## src/rtl/core/assert_macros.svh

```systemverilog
// assertion macros shared by the core rtl
`ifndef ASSERT_MACROS_SVH
`define ASSERT_MACROS_SVH

// implication checked on every clock edge outside reset
`define ASSERT_IMPL(label, ante, cons) \
    label: assert property (@(posedge clk) disable iff (!rst_n) (ante) |-> (cons)) \
        else $error("implication check failed");

// condition that must never be seen outside reset
`define ASSERT_NEVER(label, cond) \
    label: assert property (@(posedge clk) disable iff (!rst_n) !(cond)) \
        else $error("forbidden condition seen");

`endif

```

## src/rtl/core/dmck_div.sv

```systemverilog
// pipelined restoring divider, one quotient bit per stage
`default_nettype none

module dmck_div #(
    parameter int NUM_W  = 48,
    parameter int DEN_W  = 33,
    parameter int QUO_W  = 17,
    parameter int SIDE_W = 1
) (
    input  wire logic              clk,
    input  wire logic              rst_n,
    input  wire logic              en,
    input  wire logic              in_valid,
    input  wire logic [NUM_W-1:0]  num,
    input  wire logic [DEN_W-1:0]  den,
    input  wire logic [SIDE_W-1:0] in_side,
    output logic                   out_valid,
    output logic [QUO_W-1:0]       quo,
    output logic [SIDE_W-1:0]      out_side
);

    logic [DEN_W-1:0]  rem_reg  [0:QUO_W];
    logic [QUO_W-1:0]  lq_reg   [0:QUO_W];
    logic [DEN_W-1:0]  den_reg  [0:QUO_W];
    logic [SIDE_W-1:0] side_reg [0:QUO_W];
    logic [QUO_W:0]    vld_reg;

    // entry stage: high numerator bits form the first partial remainder
    always_ff @(posedge clk or negedge rst_n)
    begin
        if (!rst_n)
        begin
            vld_reg[0] <= 1'b0;
        end
        else if (en)
        begin
            vld_reg[0] <= in_valid;
        end
    end

    always_ff @(posedge clk)
    begin
        if (en)
        begin
            rem_reg[0]  <= DEN_W'(num >> QUO_W);
            lq_reg[0]   <= num[QUO_W-1:0];
            den_reg[0]  <= den;
            side_reg[0] <= in_side;
        end
    end

    for (genvar k = 0; k < QUO_W; k++)
    begin : g_step
        logic [DEN_W:0]   trial;
        logic [DEN_W:0]   diff;
        logic             ge;
        logic [DEN_W-1:0] rem_next;

        always_comb
        begin
            trial    = {rem_reg[k], lq_reg[k][QUO_W-1]};
            diff     = trial - {1'b0, den_reg[k]};
            ge       = (trial >= {1'b0, den_reg[k]});
            rem_next = ge ? diff[DEN_W-1:0] : trial[DEN_W-1:0];
        end

        always_ff @(posedge clk or negedge rst_n)
        begin
            if (!rst_n)
            begin
                vld_reg[k+1] <= 1'b0;
            end
            else if (en)
            begin
                vld_reg[k+1] <= vld_reg[k];
            end
        end

        always_ff @(posedge clk)
        begin
            if (en)
            begin
                rem_reg[k+1]  <= rem_next;
                lq_reg[k+1]   <= {lq_reg[k][QUO_W-2:0], ge};
                den_reg[k+1]  <= den_reg[k];
                side_reg[k+1] <= side_reg[k];
            end
        end
    end

    assign out_valid = vld_reg[QUO_W];
    assign quo       = lq_reg[QUO_W];
    assign out_side  = side_reg[QUO_W];

endmodule

`default_nettype wire

```

## config.mk

```make
export PLATFORM = sky130hd
export DESIGN_NAME = dmck_div
export DESIGN_NICKNAME = d
export VERILOG_FILES = /design/src/rtl/core/assert_macros.svh /design/src/rtl/core/dmck_div.sv
export SDC_FILE = /design/constraint.sdc
export NUM_CORES = 2
export LEC_CHECK = 0
export BUFFER_PORTS_ARGS = -buffer_cell sky130_fd_sc_hd__buf_4
export CAP_MARGIN = 20
export CORE_ASPECT_RATIO = 1.4
export CORE_MARGIN = 2
export CORE_UTILIZATION = 55
export CTS_BUF_LIST = sky130_fd_sc_hd__clkbuf_4
export DETAILED_ROUTE_END_ITERATION = 16
export GPL_TIMING_DRIVEN = 0
export PLACE_DENSITY = 0.69
export SETUP_SLACK_MARGIN = 0.05
export SYNTH_ARGS = -nofsm -noshare
export SYNTH_HDL_FRONTEND = slang
export SYNTH_SLANG_ARGS = --single-unit
export TNS_END_PERCENT = 5
```

## constraint.sdc

```tcl
create_clock -name clk -period 5 [get_ports clk]
set_input_delay 1 -clock clk [delete_from_list [all_inputs] [get_ports clk]]
set_output_delay 1 -clock clk [all_outputs]
set_load 0.005 [all_outputs]
```

Word level (Yosys, flattened, before mapping):

Memories as Yosys holds them, arrays and structs flattened.
Index checks and enable logic that the tools add are counted.

* $add $sub $neg: 17
* $mul: 0
* divide/modulo/power cells: 0
* $lt $le $gt $ge: 17
* equality and inequality tests: 0
* shift-type cells: 0
* multiplexer cells: 19
* bitwise logic cells: 0
* reduce and logical (&&, ||, !) cells: 0

Operators by type and width (number)
* 34-bit by 33-bit greater-or-equal comparator with 1-bit output: 17
* 33-bit 2-to-1 mux: 17
* 33-bit subtractor: 17
* 1-bit 2-to-1 mux: 2

* register bits after elaboration: 18
* bits in latches: 0
* memory bits (writable): 1512
* ROM bits: 0
* input bits: 86
* output and inout port bits: 19
* word-level logic and storage cells: 75
* memories: 4

Memory list
* den_reg: depth 18, bits a word 33, read ports 17, clocked after Yosys merged registers in 0, wr ports 18, line dmck_div.sv:24 `logic [DEN_W-1:0] den_reg [0:QUO_W];`
* rem_reg: depth 18, bits a word 33, read ports 17, clocked after Yosys merged registers in 0, wr ports 18, line dmck_div.sv:22 `logic [DEN_W-1:0] rem_reg [0:QUO_W];`
* lq_reg: depth 18, bits a word 17, read ports 18, clocked after Yosys merged registers in 0, wr ports 18, line dmck_div.sv:23 `logic [QUO_W-1:0] lq_reg [0:QUO_W];`
* side_reg: depth 18, bits a word 1, read ports 18, clocked after Yosys merged registers in 0, wr ports 18, line dmck_div.sv:25 `logic [SIDE_W-1:0] side_reg [0:QUO_W];`

Longest topological paths before layout:

* depth after elaboration: 2
* depth in mapped cells: 17
* depth with buffers taken out: 15

Worst setup path before layout:

No wires, ideal clock.

* kind: reg2reg
* start: memory lq_reg[11][16]
* end: memory rem_reg[12][1], data pin
* arrival time: 3385 ps
* required time: 4740 ps
* slack: 1355 ps
* cell stages (with the launch flop): 15
* path through: edfxtp_1 inv_1 ha_1 inv_1 fa_1 a21o_1 a311o_1 a2111oi_2 o311ai_1 a31o_2 a21oi_1 o31a_1 o21ba_2 buf_2 mux2_2

RTL lines (line)
* start, declared: dmck_div.sv:23
* end, declared: dmck_div.sv:22

==> results.json <==
{
  "status": "finished, violations left",
  "violations": "setup timing",
  "clk_pin_slew_ns": 0.07,
  "dieArea_mm2": 0.147,
  "end_kind": "register",
  "pre_cts_ws_ns": -1.08,
  "syn-cell-area_mm2": 0.0794,
  "cp_slowest_cell": "clkbuf_1",
  "cts_tree": "done",
  "yosys-top-cells-area": "edfxtp_1, ha_1, a21oi_1",
  "ys_types": 95,
  "dp_hpwl_um": 159000,
  "cts_sinks": 1462,
  "max-cap-violations": 0,
  "ctsHtreeMaxLevel": 5,
  "ant_nets": 0,
  "core_mm2": 0.143,
  "peakVddDrop_mv": 0.288,
  "vias_per_cell": 5.69,
  "holdCritStartpoint": "en",
  "wl_per_cell_um": 21.4,
  "ys_async_sr_fraction_pct": 1.23,
  "io_pins": 105,
  "root_buffer": "clkbuf_4",
  "grt_usage_pct": 27.7,
  "gp_congestion": 0.982,
  "largest_reg_flops": 561,
  "grt_pass1_vias": 59100,
  "slew_viol_final": 0,
  "rows": 164,
  "hold_depth": 1,
  "path_cells": "inv_1 -> ha_1 -> clkbuf_1 -> nand3_1 -> nor3_1 -> nand4_1 -> nor2_1 -> a2111oi_1 -> buf_2 -> o41ai_4 -> clkbuf_1 -> nor2_1 -> a21oi_1",
  "crit_fanout": 10,
  "fillers": 11500,
  "synth_top_area_share_pct": 54.6,
  "worstSetupPathType": "register to register",
  "cp.arrival_ns": 6.08,
  "start_kind": "register",
  "synth.largest_area_cell": "edfxtp_1",
  "regArea_mm2": 0.0438,
  "nets": 8081,
  "ys_seq_area_share_pct": 55.2,
  "setup_ws_ns": -0.00456,
  "avgSynthCellArea_um2": 11.6,
  "synth-edff-count": 1444,
  "place_area_mm2": 0.0829,
  "finalInstanceArea_mm2": 0.0883,
  "start_util_pct": 55.5,
  "overflow": 0,
  "multi_input_area_mm2": 0.0323,
  "cts_buffers": 365,
  "power.density_mw_per_mm2": 622,
  "power.total_uw": 55000,
  "ys_warn_count": 0,
  "finalClockSkew_ns": 0.114,
  "tns_ns": -0.00456,
  "drt_iter0_markers": 2624,
  "worst_pin_slew_ns": 1.17,
  "finalSetupViolations": 1,
  "reg2reg_to": "rem_reg[16][28]",
  "leakagePower_uw": 0.0365,
  "synth_fp_nets": 7497,
  "r2r-start": "den_reg[15][12]",
  "drc": 0,
  "hold_violations": 0,
  "grt_pass1_wl_um": 308000,
  "relSlewSlack_pct": 21.5,
  "die_y_um": 453,
  "drive_gt1_share_pct": 13.4,
  "reg2reg_depth": 13,
  "routed-via-count": 54400,
  "syn_inst": 6835,
  "hold_class": "primary input to register",
  "fmax_mhz": 200,
  "finalCritPeriodShare_pct": 100,
  "portBuffers": 104,
  "die_w_um": 325,
  "synth_ff_type": "edfxtp_1",
  "antenna_found_initial": 3,
  "finalCriticalPeriod_ns": 5.00,
  "wirelength_um": 205000,
  "first_pass_iters": 6,
  "cpPeakStageDelay_ns": 0.87,
  "insertion_delay_ns": 1.35,
  "area_delta_synth_final_pct": 11.3,
  "fin_util_pct": 61.7,
  "grt_max_degree": 205,
  "crit_required_ns": 6.08,
  "whs_endpoint": "side_reg[2]",
  "r2r_slack_ns": -0.005,
  "rsz0062_at_grt": "true",
  "yosys_register_bits": 1462,
  "cts_buffer_depth": 4
}
-- Yosys cell counts, types with 11 or more instances --
cell type	number
edfxtp_1	1444
inv_1	704
a21oi_1	616
ha_1	560
nand2_1	409
nor2_1	404
o21ai_0	380
a21o_1	316
xnor2_1	276
mux2_2	219
xor2_1	177
clkbuf_1	118
nand3_1	102
nand4_1	92
o21bai_1	72
o21a_1	69
nor2b_1	68
nand2b_1	60
nor3_1	60
a31oi_1	59
and3_1	47
a211oi_1	42
o31ai_1	32
buf_2	31
o211ai_1	26
and2_1	25
or3_1	23
a211o_1	22
or2_2	21
nor4_1	20
and4_1	19
dfrtp_1	18
a221oi_1	16
fa_1	16
a311oi_1	14
o21ai_1	13
o31a_1	13
a31o_2	12
o41ai_1	12
a21boi_0	11
o311ai_0	11
-- cell usage in the layout, fill, tap and decap left out, drive strengths merged, types with 48 or more instances in the layout --
master,instances
a21oi,618
o21bai,72
nor3,60
and3,48
inv,708
buf,174
nor2,404
clkbuf,627
o21ai,394
dlygate4sd3,85
nand4,92
nand3,102
nand2b,60
o21a,69
mux2,222
nand2,409
a21o,316
clkinv,80
xnor2,276
ha,560
xor2,177
edfxtp,1444
nor2b,68
a31oi,61
-- metal layers --
metal	GRT usage [%]	vias up	wire (um)
met5	0	-	0
met4	28.5	0	22500
met3	4.08	767	5820
met2	59.3	1386	123000
met1	18.0	25800	53400
li1	-	26500	-
-- critical path: cells and delay by family (launching register included) --
| kind | cells | cell delay [ns] |
|---|---|---|
| AO/OA/AOI/OAI | 3 | 0.39 |
| adder cells (fa/ha/maj) | 1 | 0.25 |
| buffers and inverters | 4 | 1.40 |
| flip-flops | 1 | 0.35 |
| AND/OR/NAND/NOR | 5 | 2.37 |
-- repair_timing --
| item | in CTS | in global routing |
|---|---|---|
| hold buffers | 85 | 0 |
| pin swaps | 2 | 1 |
| hold endpoints to repair | 101 | 0 |
| buffers inserted | 5 | 2 |
| endpoints found under the setup margin | 219 | 137 |
| resized for setup | 32 | 24 |
-- cells by family after synthesis --
| family | count (synthesis) | synth area share, % |
|---|---|---|
| mux | 232 | 3.29 |
| xor+xnor | 453 | 5.00 |
| simple gates | 1392 | 8.32 |
| compound gates | 1845 | 14.7 |
| fa+ha+maj | 576 | 9.23 |
| buf+inv | 875 | 4.24 |
| flops | 1462 | 55.2 |
-- metrics by stage --
stage          hold slack [ns]  std cells
2_1_floorplan            0.400       6835
3_3_place_gp             0.400       8848
3_5_place_dp             0.405       8866
4_1_cts                  0.182       9554
5_1_grt                  0.221       9567
6_report                 0.322       9568
-- worst max-delay path by stage --
stage / from / depth (start not counted) / to / slack [ns]
floorplan: lq_reg[11][16] / 14 / rem_reg[12][1] / 1.35
global placement: en / 4 / vld_reg[3] / -9.93
detailed placement: lq_reg[13][16] / 15 / rem_reg[14][31] / -1.08
CTS: lq_reg[14][16] / 16 / rem_reg[15][6] / 0.05
global route: lq_reg[1][16] / 16 / rem_reg[2][28] / -0.09
finish: den_reg[15][12] / 13 / rem_reg[16][28] / -0.005
-- area by class of cell --
cell class              instances  area share, %
repair buffers                217           2.29
diodes                          9         0.0255
clock inverters                96          0.635
inverters                     706           3.00
flip-flops and latches       1462           49.6
clock buffers                 502           4.27
multi-input cells            4498           36.6
well taps                    1909           2.70
plain buffers                 169          0.871
-- where the power goes --
group	internal, uW	switching [uW]
clock	4920	4690
combinational	10700	15500
sequential	17700	1470
Power figures use the tool's default switching activity.
